## config.mk

```make
export PLATFORM = sky130hd
export DESIGN_NAME = utf8_stream_decoder_core
export DESIGN_NICKNAME = d
export VERILOG_FILES = /design/src/hw/rtl/utf8dec_pkg.sv /design/src/hw/rtl/utf8_stream_decoder_core.sv
export SDC_FILE = /design/constraint.sdc
export NUM_CORES = 1
export LEC_CHECK = 0
export ABC_CLOCK_PERIOD_IN_PS = 2300
export BUFFER_PORTS_ARGS = -buffer_cell sky130_fd_sc_hd__buf_2
export CORE_UTILIZATION = 51
export DETAILED_ROUTE_END_ITERATION = 12
export PLACE_DENSITY = 0.74
export SYNTH_ARGS = -nofsm -noshare
export SYNTH_HDL_FRONTEND = slang
export SYNTH_SLANG_ARGS = --single-unit
```

## constraint.sdc

```tcl
create_clock -name clk -period 2.3 [get_ports clk]
set_input_delay 0.115 -clock clk [delete_from_list [all_inputs] [get_ports clk]]
set_output_delay 0.115 -clock clk [all_outputs]
set_load 0.03 [all_outputs]
```

## src/hw/rtl/utf8dec_pkg.sv

```systemverilog
`timescale 1ns / 1ps
// ----------------------------------------------------------------------------
// utf8dec_pkg
// shared constants, types and helpers of the streaming utf-8 decoder
// ----------------------------------------------------------------------------
package utf8dec_pkg;

  localparam int unsigned CP_W    = 21;
  localparam int unsigned LEN_W   = 3;
  localparam int unsigned PEND_W  = 2;
  localparam int unsigned CNT_W   = 3;

  localparam logic [7:0] LEAD2_MASK  = 8'hE0;
  localparam logic [7:0] LEAD2_CODE  = 8'hC0;
  localparam logic [7:0] LEAD3_MASK  = 8'hF0;
  localparam logic [7:0] LEAD3_CODE  = 8'hE0;
  localparam logic [7:0] LEAD4_MASK  = 8'hF8;
  localparam logic [7:0] LEAD4_CODE  = 8'hF0;
  localparam logic [7:0] CONT_MASK   = 8'hC0;
  localparam logic [7:0] CONT_CODE   = 8'h80;
  localparam logic [7:0] ASCII_LIMIT = 8'h80;

  localparam logic [CP_W-1:0] MIN_CP2 = CP_W'(32'h80);
  localparam logic [CP_W-1:0] MIN_CP3 = CP_W'(32'h800);
  localparam logic [CP_W-1:0] MIN_CP4 = CP_W'(32'h10000);
  localparam logic [CP_W-1:0] MAX_CP  = CP_W'(32'h10FFFF);

  localparam logic [LEN_W-1:0] LEN_NONE = 3'd0;
  localparam logic [LEN_W-1:0] LEN_ONE  = 3'd1;
  localparam logic [LEN_W-1:0] LEN_TWO  = 3'd2;
  localparam logic [LEN_W-1:0] LEN_THREE = 3'd3;
  localparam logic [LEN_W-1:0] LEN_FOUR = 3'd4;

  // last result of a burst, preceded by a run of one-byte error results
  typedef struct packed {
    logic [CP_W-1:0]  code_point;
    logic             is_valid;
    logic [LEN_W-1:0] consumed_bytes;
  } final_res_t;

  // bytes of an open sequence received so far, bounded to 1..3
  function automatic logic [PEND_W-1:0] bytes_received(input logic [LEN_W-1:0] elen,
                                                       input logic [PEND_W-1:0] pend);
    logic [LEN_W-1:0] r;
    begin
      if (elen > {1'b0, pend}) begin
        r = elen - {1'b0, pend};
      end else begin
        r = LEN_ONE;
      end
      if (r > LEN_THREE) begin
        r = LEN_THREE;
      end
      bytes_received = r[PEND_W-1:0];
    end
  endfunction

endpackage

```

## src/hw/rtl/utf8_stream_decoder_core.sv

```systemverilog
`timescale 1ns / 1ps
// ----------------------------------------------------------------------------
// utf8_stream_decoder_core
// streaming utf-8 decoder: one byte in, zero to four decoded results out
// ----------------------------------------------------------------------------
//  channel | direction | handshake         | payload
//  in_     | input     | in_valid/in_stall | byte_value, end_of_buffer
//  out_    | output    | out_valid/out_stall | code_point, is_valid,
//          |           |                   | consumed_bytes, run_last
//
//  a byte is decoded in the cycle it is accepted; its results sit in the
//  result register from the next cycle and leave one per unstalled cycle
//  a byte causing k results holds the input until its last result is taken
//  (the single result register drains them); else a byte per unstalled cycle
//  the next byte is taken in the cycle the last result of a burst is taken
//  rst_n is synchronous and active low; it closes any open sequence
// ----------------------------------------------------------------------------
module utf8_stream_decoder_core
  import utf8dec_pkg::*;
(
  input  logic             clk,
  input  logic             rst_n,
  input  logic             in_valid,
  output logic             in_stall,
  input  logic [7:0]       in_byte_value,
  input  logic             in_end_of_buffer,
  output logic             out_valid,
  input  logic             out_stall,
  output logic [CP_W-1:0]  out_code_point,
  output logic             out_is_valid,
  output logic [LEN_W-1:0] out_consumed_bytes,
  output logic             out_run_last
);

  // sequence state
  logic [CP_W-1:0]   pv_r, pv_nxt;
  logic [PEND_W-1:0] pend_r, pend_nxt;
  logic [LEN_W-1:0]  elen_r, elen_nxt;

  // result burst
  logic [CNT_W-1:0]  cnt_r, cnt_nxt;
  logic              has_fin_r, has_fin_nxt;
  final_res_t        fin_r, fin_nxt;

  logic              in_acc;
  logic              out_acc;
  logic [7:0]        b;
  logic              eob;
  logic              is_cont;
  logic              as_lead;
  logic [PEND_W-1:0] n_err;
  logic [CP_W-1:0]   cp_ext;
  logic [PEND_W-1:0] pend_dec;
  logic              ok;
  final_res_t        err_res;

  assign b        = in_byte_value;
  assign eob      = in_end_of_buffer;
  assign out_acc  = out_valid && !out_stall;
  assign in_stall = (cnt_r > CNT_W'(1)) || ((cnt_r == CNT_W'(1)) && out_stall);
  assign in_acc   = in_valid && !in_stall;
  assign is_cont  = (b & CONT_MASK) == CONT_CODE;
  assign cp_ext   = {pv_r[CP_W-7:0], b[5:0]};
  assign pend_dec = pend_r - PEND_W'(1);
  assign err_res  = '{code_point: '0, is_valid: 1'b0, consumed_bytes: LEN_ONE};

  always_comb begin
    case (elen_r)
      LEN_TWO:   ok = cp_ext >= MIN_CP2;
      LEN_THREE: ok = cp_ext >= MIN_CP3;
      default:   ok = (cp_ext >= MIN_CP4) && (cp_ext <= MAX_CP);
    endcase
  end

  always_comb begin
    pv_nxt      = pv_r;
    pend_nxt    = pend_r;
    elen_nxt    = elen_r;
    n_err       = '0;
    has_fin_nxt = 1'b0;
    fin_nxt     = err_res;
    as_lead     = 1'b1;

    if (pend_r != '0) begin
      if (is_cont) begin
        as_lead = 1'b0;
        if (pend_dec == '0) begin
          has_fin_nxt = 1'b1;
          fin_nxt     = '{code_point: cp_ext, is_valid: ok, consumed_bytes: elen_r};
          pv_nxt      = '0;
          pend_nxt    = '0;
          elen_nxt    = LEN_NONE;
        end else if (eob) begin
          n_err    = bytes_received(elen_r, pend_dec);
          pv_nxt   = '0;
          pend_nxt = '0;
          elen_nxt = LEN_NONE;
        end else begin
          pv_nxt   = cp_ext;
          pend_nxt = pend_dec;
        end
      end else begin
        // missing continuation
        n_err    = bytes_received(elen_r, pend_r);
        pv_nxt   = '0;
        pend_nxt = '0;
        elen_nxt = LEN_NONE;
      end
    end

    if (as_lead) begin
      if (b < ASCII_LIMIT) begin
        has_fin_nxt = 1'b1;
        fin_nxt     = '{code_point: CP_W'(b), is_valid: 1'b1, consumed_bytes: LEN_ONE};
      end else if ((b & LEAD2_MASK) == LEAD2_CODE ||
                   (b & LEAD3_MASK) == LEAD3_CODE ||
                   (b & LEAD4_MASK) == LEAD4_CODE) begin
        if (eob) begin
          has_fin_nxt = 1'b1;
        end else if ((b & LEAD2_MASK) == LEAD2_CODE) begin
          pv_nxt   = CP_W'(b[4:0]);
          elen_nxt = LEN_TWO;
          pend_nxt = PEND_W'(1);
        end else if ((b & LEAD3_MASK) == LEAD3_CODE) begin
          pv_nxt   = CP_W'(b[3:0]);
          elen_nxt = LEN_THREE;
          pend_nxt = PEND_W'(2);
        end else begin
          pv_nxt   = CP_W'(b[2:0]);
          elen_nxt = LEN_FOUR;
          pend_nxt = PEND_W'(3);
        end
      end else begin
        // bad lead
        has_fin_nxt = 1'b1;
      end
    end

    cnt_nxt = CNT_W'(n_err) + CNT_W'(has_fin_nxt);
  end

  always_ff @(posedge clk) begin
    if (!rst_n) begin
      pv_r   <= '0;
      pend_r <= '0;
      elen_r <= LEN_NONE;
      cnt_r  <= '0;
    end else begin
      if (in_acc) begin
        pv_r   <= pv_nxt;
        pend_r <= pend_nxt;
        elen_r <= elen_nxt;
        cnt_r  <= cnt_nxt;
      end else if (out_acc) begin
        cnt_r <= cnt_r - CNT_W'(1);
      end
    end
  end

  always_ff @(posedge clk) begin
    if (in_acc) begin
      has_fin_r <= has_fin_nxt;
      fin_r     <= fin_nxt;
    end
  end

  // error results come first, the final result last
  assign out_valid    = cnt_r != '0;
  assign out_run_last = cnt_r == CNT_W'(1);
  always_comb begin
    if (out_run_last && has_fin_r) begin
      out_code_point     = fin_r.code_point;
      out_is_valid       = fin_r.is_valid;
      out_consumed_bytes = fin_r.consumed_bytes;
    end else begin
      out_code_point     = err_res.code_point;
      out_is_valid       = err_res.is_valid;
      out_consumed_bytes = err_res.consumed_bytes;
    end
  end

  // open sequence is always longer than what is still missing
  a_pend_len: assert property (@(posedge clk) disable iff (!rst_n)
    pend_r != '0 |-> (elen_r > {1'b0, pend_r}) && (elen_r >= LEN_TWO))
    else $error("open sequence length inconsistent");

  // closed sequence holds no stale bits
  a_closed: assert property (@(posedge clk) disable iff (!rst_n)
    pend_r == '0 |-> (elen_r == LEN_NONE) && (pv_r == '0))
    else $error("closed sequence not cleared");

  // a burst never exceeds four results
  a_burst: assert property (@(posedge clk) disable iff (!rst_n)
    cnt_r <= CNT_W'(4))
    else $error("result burst too long");

  // a taken result without a new item shortens the burst by one
  a_drain: assert property (@(posedge clk) disable iff (!rst_n)
    (out_acc && !in_acc) |=> cnt_r == $past(cnt_r) - CNT_W'(1))
    else $error("burst count did not drain");

  // an item is only taken when the burst is empty or leaves now
  a_accept: assert property (@(posedge clk) disable iff (!rst_n)
    in_acc |-> (cnt_r == '0) || (out_acc && out_run_last))
    else $error("item taken over a pending burst");

endmodule
```

==> metrics.md, run 1 <==
| Metric | Value |
|---|---|
| Status | `finished clean` |
| Critical Path Start | `elen_r[0]$_SDFFE_PN0P_` |
| Hold Vio Cnt, Final | `0` |
| Syn. warnings | `0` |
| Simple-gate share of the synthesized area | `24.2%` |
| Hold Crit Class | `input pin to flop` |
| Design Area, Final | `3070 µm²` |
| Hold bufs inserted after CTS | `0` |
| Layout cell share with drive strength beyond 1 | `28.3%` |
| Port bufs | `40` |
| Netlist cell types | `51` |
| Wirelength per Cell | `15.4 µm` |
| WS Path Type | `flop to flop` |
| Post-detailed-route via-to-cell ratio | `5.62` |
| Aggregate routed wire length | `5540 µm` |
| Setup Slack @ Placement | `-27.4 ps` |
| Post-synthesis mux area share | `0%` |
| Max cap viols | `0` |
| IO Pins | `41` |
| Gr ovfl total | `0` |
| Die X | `73.8 µm` |
| Worst Setup End Kind | `flop` |
| Yosys top cell by area | `edfxtp_1` |
| Synth Flop Type | `edfxtp_1` |
| CP startpoint kind | `flop` |
| Post-DP Area | `2940 µm²` |
| Clock Path Buffers | `2` |
| Clock Root Buffer | `clkbuf_8` |
| Core box area | `4850 µm²` |
| NumNets Final | `318` |
| Cells after synthesis | `244` |
| Synth Area in Compound Gates | `16.3%` |
| Commonest cells after routing, fill and taps aside | `40 x buf_2, 26 x edfxtp_1, 25 x and2_1, 25 x and3_1, 21 x dfxtp_1` |
| Clock period minus worst slack | `2300 ps` |
| Worst r2r src | `elen_r[0]$_SDFFE_PN0P_` |
| Num CTS Buffers | `5` |
| Worst-skew pair later-pin latency | `300 ps` |
| Crit Path Max Fanout | `3` |
| Commonest non-fill, non-tap cell in the layout | `buf_2` |
| Worst-case hold path end point | `pv_r[2]$_SDFFE_PN0P_` |
| CP Data Required Time | `2480 ps` |
| Synth Area in Adders | `6.76%` |
| Tightest Pin Transition | `571 ps` |
| First-pass GRT wire length | `8860 µm` |
| WHS Path Cells | `2` |
| # DRC | `0` |
| Post-synth ARST share | `0%` |
| Htree depth | `2` |
| Final setup violation count | `0` |
| R2R Setup Slk | `2 ps` |
| Number of global-route vias before repair | `1817` |
| Hold path start | `in_byte_value[2]` |
| Largest net degree at the start of global routing | `27` |
| DPL Wire Length | `4080 µm` |
| Routed via count | `2022` |
| CTS tree | `built` |
| Die area | `5440 µm²` |
| Dominant cells by area after synthesis | `edfxtp_1 30%, dfxtp_1 18%, and2_1 6.0%` |
| Data arrival time of the worst path | `2480 ps` |
| Post-synth top area share | `29.7%` |
| Initial antenna violation count | `0` |
| Post-synthesis xor/xnor area fraction | `0.333%` |
| R2R cell count | `9` |
| # fillers | `413` |
| #FFs+latches synth | `49` |
| Setup slack after layout | `2.46 ps` |
| F_max | `0.435 GHz` |
| Rel. slew slack | `61.7%` |
| Cell Area, Synth | `2630 µm²` |
| Largest family of logic cells by synthesized area | `simple AND/OR/NAND/NOR gates` |
| Pwr per Cell Area | `921 nW/µm²` |
| Register clock-pin slew on the reported worst setup and hold paths | `90 ps` |
| First-pass DRT Iterations | `4` |
| Area growth, synth to finish | `16.7%` |
| Pleak | `1.30 nW` |
| Slew Viols, Final | `0` |
| Final period util | `99.9%` |
| Clock Sinks | `49` |
| Initial detailed-routing violation count | `151` |
| Global Route Usage Sum | `22.1%` |
| RSZ-0062 raised after global routing | `true` |
| Avg Cell Area, Syn | `10.8 µm²` |
| Synthesized Nets | `270` |
| Post-Route Skew | `6.31 ps` |
| Post-synth EDFFs | `26` |
| Detail Route Antenna Nets | `0` |
| Die height | `73.8 µm` |
| Initial core utilization | `54.2%` |
| Register area share after synthesis | `47.2%` |
| Peak supply drop | `0.000659 V` |
| Row count | `25` |
| Diodes inserted | `0` |
| Routability congestion estimate from global placement | `0.885` |
| Crit Reg-Reg Endpoint | `cnt_r[1]$_SDFFE_PN0P_` |
## per-stage QoR
step                TNS (ps)  instances  util (%)  power (mW)  hold slack (ps)
finish                     0        360      63.3        2.82             48.4
global route            -359        360      63.3        2.99             45.1
CTS                        0        359      63.0        2.84             40.8
detailed placement     -27.4        350      60.7        2.34              358
global placement           0        350      60.7        2.31              358
floorplan                  0        244         -        2.02              232
## worst max path at each step
stage	endpoint	depth (start not counted)
after global routing	cnt_r[1]$_SDFFE_PN0P_	11
final	cnt_r[1]$_SDFFE_PN0P_	9
after CTS	cnt_r[1]$_SDFFE_PN0P_	9
after global placement	cnt_r[2]$_SDFFE_PN0P_	9
after floorplan	cnt_r[2]$_SDFFE_PN0P_	11
after detailed placement	cnt_r[2]$_SDFFE_PN0P_	9
## worst max-delay path: stages, from the launching register on
cell and delay [ps]:
dfxtp_2 350, inv_2 50, ha_2 180, fa_1 450, a21boi_1 140, or4_1 410
a31oi_1 180, ha_2 300, nand2_1 60, a21oi_1 60
## layer usage
metal	wire length (µm)	GRT usage (%)	up-vias
li1	-	-	1001
met5	0	0	-
met3	370	4.12	9
met2	2500	35.5	73
met4	42	5.13	0
met1	2620	31.0	939
## flip-flops by register name, indices dropped and copies added (netlist names)
name,count
fin_r,25
pv_r,15
cnt_r,3
elen_r,3
pend_r,2
has_fin_r,1
## layout make-up
type,count,area [µm²],area share [%]
Inverter,16,60.1,1.96
Tap cell,67,83.8,2.73
Sequential cell,49,1240,40.6
Multi-Input combinational cell,166,1280,41.9
Clock buffer,5,68.8,2.24
Clock inverter,3,21.3,0.694
Timing Repair Buffer,54,305,9.96
## cell usage after synthesis, drive strengths merged (2+ instances only)
master	count
edfxtp	26
and2	25
and3	25
dfxtp	23
inv	15
a22o	14
ha	11
o21ai	11
a21oi	8
nor2	8
clkbuf	7
buf	6
nand2	6
nand2b	5
nor4	5
a211oi	3
nand3	3
nor2b	3
nor3	3
o211ai	3
or4	3
a311oi	2
a32o	2
fa	2
nand3b	2
nor3b	2
nor4b	2
o22ai	2
o2bb2ai	2
or3	2
## report_power, final
| part | switching [mW] | total, mW | internal, mW | leakage [nW] |
|---|---|---|---|---|
| combinational | 0.733 | 1.10 | 0.371 | 0.819 |
| sequential | 0.0858 | 1.22 | 1.13 | 0.433 |
| clock | 0.286 | 0.502 | 0.216 | 0.0445 |
| total | 1.10 | 2.82 | 1.72 | 1.30 |
## logic make-up after synthesis
kind of cell,Yosys count
AND/OR/NAND/NOR,98
buffers and inverters,29
adder cells (fa/ha/maj),13
AO/OA/AOI/OAI,54
XOR/XNOR,1
flip-flops,49
## repair_timing
action                     CTS  global route
setup endpoints to repair    1             3
buffers inserted             1             1
gates cloned                 0             0
resized for setup            9             4
pin swaps                    3             2
(Power assumes the default switching activity.)
==> inputs of run 2 (changes only) <==
- ABC_AREA: default -> 1
- PLACE_DENSITY: 0.74 -> 0.73
==> run 2 against run 1 <==
Design area up 6.6%. Power grew 19%. Routed wire length grew 5.3%. Final cell count up 33%. Worst hold slack gained 56 ps. Critical path type unchanged. Register-to-register slack better by 90 ps. Global-route usage fell by 0.30 points. Sequential power about the same. Sequential share of layout area is 2.5 points lower. Largest power group is now combinational cells. Clock power increased by 45%. Die area rose by 5.0%.
==> metrics.md, run 2 <==
| Metric | Value |
|---|---|
| Status | `finished clean` |
| Wirelength per Cell | `12.2 µm` |
| Routed via count | `2344` |
| Tightest Pin Transition | `715 ps` |
| Register area share after synthesis | `44.9%` |
| Area growth, synth to finish | `18.4%` |
| WS Path Type | `flop to flop` |
| Synth top cells by count | `67 x inv_1, 67 x nor2_1, 63 x nand2_1, 28 x nand3_1, 27 x a21oi_1` |
| Area of the multi-input gates | `1270 µm²` |
| Worst-case hold path end point | `pv_r[0]$_SDFFE_PN0P_` |
| Hold Vio Cnt, Final | `0` |
| F_max | `0.453 GHz` |
| Placed Instances | `469` |
| Cells after synthesis | `362` |
| CP startpoint kind | `flop` |
| Core box area | `5170 µm²` |
| Sequential cell area | `1240 µm²` |
| Max FFs per register | `25` |
| Crit Path Max Fanout | `3` |
| Synth Flop Type | `edfxtp_1` |
| First-pass DRT Iterations | `4` |
| Initial core utilization | `53.4%` |
| Top reg by flops | `fin_r` |
| Layout cell share with drive strength beyond 1 | `21.6%` |
| # fillers | `479` |
| R2R cell count | `12` |
| DPL Wire Length | `4400 µm` |
| Synthesized Nets | `388` |
| Peak supply drop | `0.000583 V` |
| Diodes inserted | `0` |
| Largest net degree at the start of global routing | `26` |
| Clock Root Buffer | `clkbuf_8` |
| Worst r2r src | `pend_r[1]$_SDFFE_PN0P_` |
| Worst Setup End Kind | `flop` |
| Clock Sinks | `49` |
| Design Area, Final | `3270 µm²` |
| Rel. slew slack | `52.3%` |
| Regs by FF count | `fin_r: 25 flops, pv_r: 15 flops` |
| Register clock-pin slew on the reported worst setup and hold paths | `100 ps` |
| Netlist cell types | `28` |
| Hold Crit Class | `input pin to flop` |
| Worst-skew pair later-pin latency | `300 ps` |
| Clock Path Buffers | `2` |
| First-pass GRT wire length | `9350 µm` |
| Number of global-route vias before repair | `2074` |
| IO Pins | `41` |
| NumNets Final | `433` |
| Post-route insts no fill | `478` |
| #FFs+latches synth | `49` |
| Num CTS Buffers | `5` |
| Slew Viols, Final | `0` |
| Initial detailed-routing violation count | `137` |
| Final setup violation count | `0` |
| Post-DP Area | `3060 µm²` |
| Hold path start | `in_byte_value[0]` |
| Cell Area, Synth | `2760 µm²` |
| WHS Path Cells | `3` |
| # DRC | `0` |
| Commonest non-fill, non-tap cell in the layout | `nor2_1` |
| Pwr per Cell Area | `1030 nW/µm²` |
| Aggregate routed wire length | `5830 µm` |
| Post-detailed-route via-to-cell ratio | `4.90` |
| Hold bufs inserted after CTS | `0` |
| Post-synth EDFFs | `26` |
| Max cap viols | `0` |
| Avg Cell Area, Syn | `7.63 µm²` |
| Pleak | `1.45 nW` |
| CTS tree | `built` |
| Post-Route Skew | `7.63 ps` |
| Data arrival time of the worst path | `2430 ps` |
| Global Route Usage Sum | `21.8%` |
| Dominant cells by area after synthesis | `edfxtp_1 28%, dfxtp_1 17%, inv_1 9.1%` |
| Post-synth ARST share | `0%` |
| Post-synth top area share | `28.3%` |
| Row count | `26` |
| Routability congestion estimate from global placement | `0.933` |
| Die area | `5710 µm²` |
| Crit Reg-Reg Endpoint | `cnt_r[1]$_SDFFE_PN0P_` |
| Gr ovfl total | `0` |
| Syn. warnings | `0` |
| Commonest cells after routing, fill and taps aside | `67 x nor2_1, 63 x inv_1, 62 x nand2_1, 40 x buf_2, 28 x nand3_1` |
| Die X | `75.6 µm` |
| CP Data Required Time | `2530 ps` |
| Final period util | `95.9%` |
| Yosys top cell by area | `edfxtp_1` |
| Die height | `75.6 µm` |
| Detail Route Antenna Nets | `0` |
| Port bufs | `40` |
| Htree depth | `2` |
| Initial antenna violation count | `0` |
| Clock period minus worst slack | `2210 ps` |
| R2R Setup Slk | `90 ps` |
[run 2: changes by cell type in the layout (fill, tap and decap cells not counted), sizes merged, moves of 5 or more]
cell    change
nand3      +26
and2       -25
a22o       -14
a21oi      +21
nand2b      -5
nor4        -5
inv        +57
nand2      +61
nor2       +62
buf         -8
and3       -25
[run 2: area by class of cell]
cell class                      count  area share, %
Clock buffer                        5           2.10
Clock inverter                      3           2.10
Inverter                           72           8.42
Multi-Input combinational cell    233           38.7
Sequential cell                    49           38.1
Tap cell                           70           2.68
Timing Repair Buffer               46           7.88
[run 2: what timing repair did]
action                                  CTS  global route
setup buffers                             0             1
gates resized for setup                   4            18
pin swaps                                 0             8
hold endpoints to repair                  0             0
endpoints found under the setup margin    2             3
[run 2: worst max path at each step]
stage | from | end | slack [ps] | cells past startpoint
2_1_floorplan | pend_r[0]$_SDFFE_PN0P_ | cnt_r[1]$_SDFFE_PN0P_ | 60 | 12
3_3_place_gp | pend_r[0]$_SDFFE_PN0P_ | cnt_r[1]$_SDFFE_PN0P_ | 50 | 12
3_5_place_dp | pend_r[0]$_SDFFE_PN0P_ | cnt_r[1]$_SDFFE_PN0P_ | -50 | 12
4_1_cts | pend_r[0]$_SDFFE_PN0P_ | cnt_r[1]$_SDFFE_PN0P_ | 9 | 12
5_1_grt | pend_r[1]$_SDFFE_PN0P_ | cnt_r[1]$_SDFFE_PN0P_ | -9 | 13
6_report | pend_r[1]$_SDFFE_PN0P_ | cnt_r[1]$_SDFFE_PN0P_ | 90 | 12
[run 2: critical path: stages, from the launching register on]
cell and delay (ps):
dfxtp_2 360, inv_4 50, ha_4 240, fa_2 350, xnor2_2 150, nor2_1 110, nand2_1 70, a21oi_2 140
nor2_1 50, ha_2 190, ha_4 260, nand2_2 40, a31oi_1 130
[run 2: cells by family after synthesis]
logic type	Yosys count	synth area share [%]
buffers and inverters	80	11.7
DFF	49	44.9
xor gates and xnor gates	3	0.952
AOI/OAI and AO/OA	47	9.74
adders and majority gates	13	6.43
and+or+nand+nor	170	26.2
[run 2: per-layer routing]
metal  global-route usage [%]  vias up  part of all wire [%]
met4                     7.61        0                   1.9
met5                        0        -                     0
met1                     28.9     1033                    47
met3                     5.03       12                   5.4
met2                     35.2       76                    46
li1                         -     1223                     -
[run 2: power by group]
group / total (mW) / switching (mW) / internal [mW]
registers: 1.21 / 0.0745 / 1.14
logic: 1.43 / 0.972 / 0.454
clock network: 0.729 / 0.291 / 0.438
[run 2: metrics by stage]
step / total power [mW] / setup slack [ps] / util (%) / hold WS [ps] / TNS (ps)
finish: 3.37 / 94.7 / 63.2 / 104 / 0
global route: 3.61 / -9.32 / 63.2 / 109 / -9.32
global placement: 2.57 / 46.7 / 59.1 / 412 / 0
detailed placement: 2.58 / -45.0 / 59.1 / 419 / -78.0
CTS: 3.32 / 8.62 / 61.9 / 98.3 / 0
floorplan: 2.23 / 61.5 / - / 253 / 0
==> inputs of run 3 (changes only) <==
- CORE_MARGIN: default -> 2
==> run 3 against run 2 <==
Design area shrank 1.7%. Setup slack lost 13 ps. Register-to-register slack is essentially flat. Core utilization fell by 1.1 points. Sequential cell count stayed put. Final cell count stayed put. Critical path type unchanged. Largest cell class unchanged.
==> metrics.md, run 3 (same netlist as run 2, synthesis figures left out) <==
| Metric | Value |
|---|---|
| First-pass GRT wire length | `10100 µm` |
| F_max | `0.451 GHz` |
| Pwr per Cell Area | `979 nW/µm²` |
| Crit Path Max Fanout | `3` |
| Post-detailed-route via-to-cell ratio | `4.85` |
| Aggregate routed wire length | `5950 µm` |
| CTS tree | `built` |
| Max cap viols | `0` |
| Clock Root Buffer | `clkbuf_8` |
| Peak supply drop | `0.000505 V` |
| Routability congestion estimate from global placement | `0.956` |
| Worst-skew pair later-pin latency | `310 ps` |
| Design Area, Final | `3210 µm²` |
| Hold path start | `rst_n` |
| Initial detailed-routing violation count | `161` |
| Slowest CP cell | `dfxtp_2` |
| Die height | `77.6 µm` |
| Setup slack after layout | `81.9 ps` |
| Regs by FF count | `fin_r: 25 flops, pv_r: 15 flops` |
| Commonest non-fill, non-tap cell in the layout | `nor2_1` |
| CP startpoint kind | `flop` |
| Clock Sinks | `49` |
| Status | `finished clean` |
| Clock period minus worst slack | `2220 ps` |
| Worst r2r src | `pend_r[1]$_SDFFE_PN0P_` |
| Delay of the slowest critical-path stage | `360 ps` |
| R2R cell count | `12` |
| Commonest cells after routing, fill and taps aside | `67 x nor2_1, 63 x inv_1, 62 x nand2_1, 40 x buf_2, 28 x nand3_1` |
| Final period util | `96.4%` |
| Max FFs per register | `25` |
| Data arrival time of the worst path | `2460 ps` |
| Worst Setup End Kind | `flop` |
| Port bufs | `40` |
| Number of global-route vias before repair | `2153` |
| Met1 wire length | `2860 µm` |
| Die X | `77.6 µm` |
| Hold bufs inserted after CTS | `0` |
| Diodes inserted | `0` |
| Layout cell share with drive strength beyond 1 | `21.6%` |
| Htree depth | `2` |
| WS Path Type | `flop to flop` |
| Global Route Usage Sum | `20.7%` |
| Die area | `6020 µm²` |
| Register clock-pin slew on the reported worst setup and hold paths | `100 ps` |
| # DRC | `0` |
| DPL Wire Length | `4500 µm` |
| Setup TNS | `0 ps` |
| Slew Viols, Final | `0` |
| Gr ovfl total | `0` |
| Tightest Pin Transition | `681 ps` |
| Rel. slew slack | `54.6%` |
| Hold slack | `81.0 ps` |
| Setup Slack @ Placement | `-29.3 ps` |
| Area growth, synth to finish | `16.4%` |
| Clock Path Buffers | `2` |
| Crit Reg-Reg Endpoint | `cnt_r[1]$_SDFFE_PN0P_` |
| Largest net degree at the start of global routing | `26` |
| Wirelength per Cell | `12.4 µm` |
| Initial core utilization | `53.4%` |
| Initial antenna violation count | `0` |
| IO Pins | `41` |
| Wire length on met3 | `212 µm` |
| Core box area | `5170 µm²` |
| Critical Path Start | `pend_r[1]$_SDFFE_PN0P_` |
| Num CTS Buffers | `5` |
| DR WL met2 | `2770 µm` |
| Pleak | `1.42 nW` |
| First-pass DRT Iterations | `4` |
| Top sig layer | `met4` |
| # fillers | `471` |
| Post-DP Area | `3060 µm²` |
| RSZ-0062 raised after global routing | `true` |
| Post-Route Skew | `14.0 ps` |
| CP Data Required Time | `2540 ps` |
| Crit path capture | `cnt_r[1]$_SDFFE_PN0P_` |
| Hold Crit Class | `input pin to flop` |
| Routed via count | `2318` |
| NumNets Final | `433` |
| Row count | `26` |
| Hold Vio Cnt, Final | `0` |
| Worst path cell trace | `inv_4 -> ha_4 -> fa_2 -> xnor2_2 -> nor2_1 -> nand2_1 -> a21oi_2 -> nor2_1 -> ha_2 -> ha_4 -> nand2_2 -> a31oi_1` |
| Detail Route Antenna Nets | `0` |
| WHS Path Cells | `3` |
| R2R Setup Slk | `80 ps` |
| Top reg by flops | `fin_r` |
| Final setup violation count | `0` |
## run 3: cell count changes in the layout (fill, tap and decap cells not counted), sizes merged
cell and change:
bufinv -2, clkinvlp +1, clkinv +1
## run 3: layout make-up
| cell class | count | area (µm²) | share of cell area [%] |
|---|---|---|---|
| inverter | 72 | 275 | 8.56 |
| clock inverter | 3 | 21.3 | 0.662 |
| timing repair buffer | 46 | 258 | 8.02 |
| clock buffer | 5 | 68.8 | 2.14 |
| multi-input combinational | 233 | 1260 | 39.2 |
| tap | 70 | 87.6 | 2.72 |
| sequential | 49 | 1240 | 38.7 |
## run 3: stage by stage
step	total power [mW]	util, %	instances
floorplan	2.23	-	362
detailed placement	2.58	59.1	469
global route	3.36	62.1	478
global placement	2.57	59.1	469
CTS	3.09	60.9	477
finish	3.15	62.1	478
## run 3: worst min-delay path by stage
stage                     slack [ps]               endpoint
final                             80  cnt_r[0]$_SDFFE_PN0P_
after global routing              90   pv_r[1]$_SDFFE_PN0P_
after CTS                         80  cnt_r[0]$_SDFFE_PN0P_
after detailed placement         410   pv_r[0]$_SDFFE_PN0P_
after global placement           410   pv_r[0]$_SDFFE_PN0P_
after floorplan                  250  cnt_r[0]$_SDFFE_PN0P_
## run 3: worst max-delay path, delay by kind of cell, from the launching register on
| kind | cells | cell delay [ps] |
|---|---|---|
| AO/OA/AOI/OAI | 2 | 270 |
| XOR/XNOR | 1 | 150 |
| adder cells (fa/ha/maj) | 4 | 1050 |
| buffers and inverters | 1 | 50 |
| flip-flops | 1 | 360 |
| AND/OR/NAND/NOR | 4 | 270 |
## run 3: where the power goes
| group | switching [mW] | total (mW) | internal (mW) |
|---|---|---|---|
| sequential | 0.0706 | 1.21 | 1.14 |
| combinational | 0.963 | 1.42 | 0.453 |
| clock | 0.304 | 0.520 | 0.216 |
## run 3: repair_timing
action | in CTS | in global routing
setup endpoints to repair | 2 | 3
hold endpoints to repair | 0 | 0
pin swaps | 2 | 7
setup buffers | 0 | 1
resized for setup | 4 | 17
## run 3: metal layers
| metal | GRT usage [%] | up-vias |
|---|---|---|
| li1 | - | 1223 |
| met1 | 27.5 | 1034 |
| met2 | 34.6 | 52 |
| met3 | 3.49 | 9 |
| met4 | 6.25 | 0 |
| met5 | 0 | - |
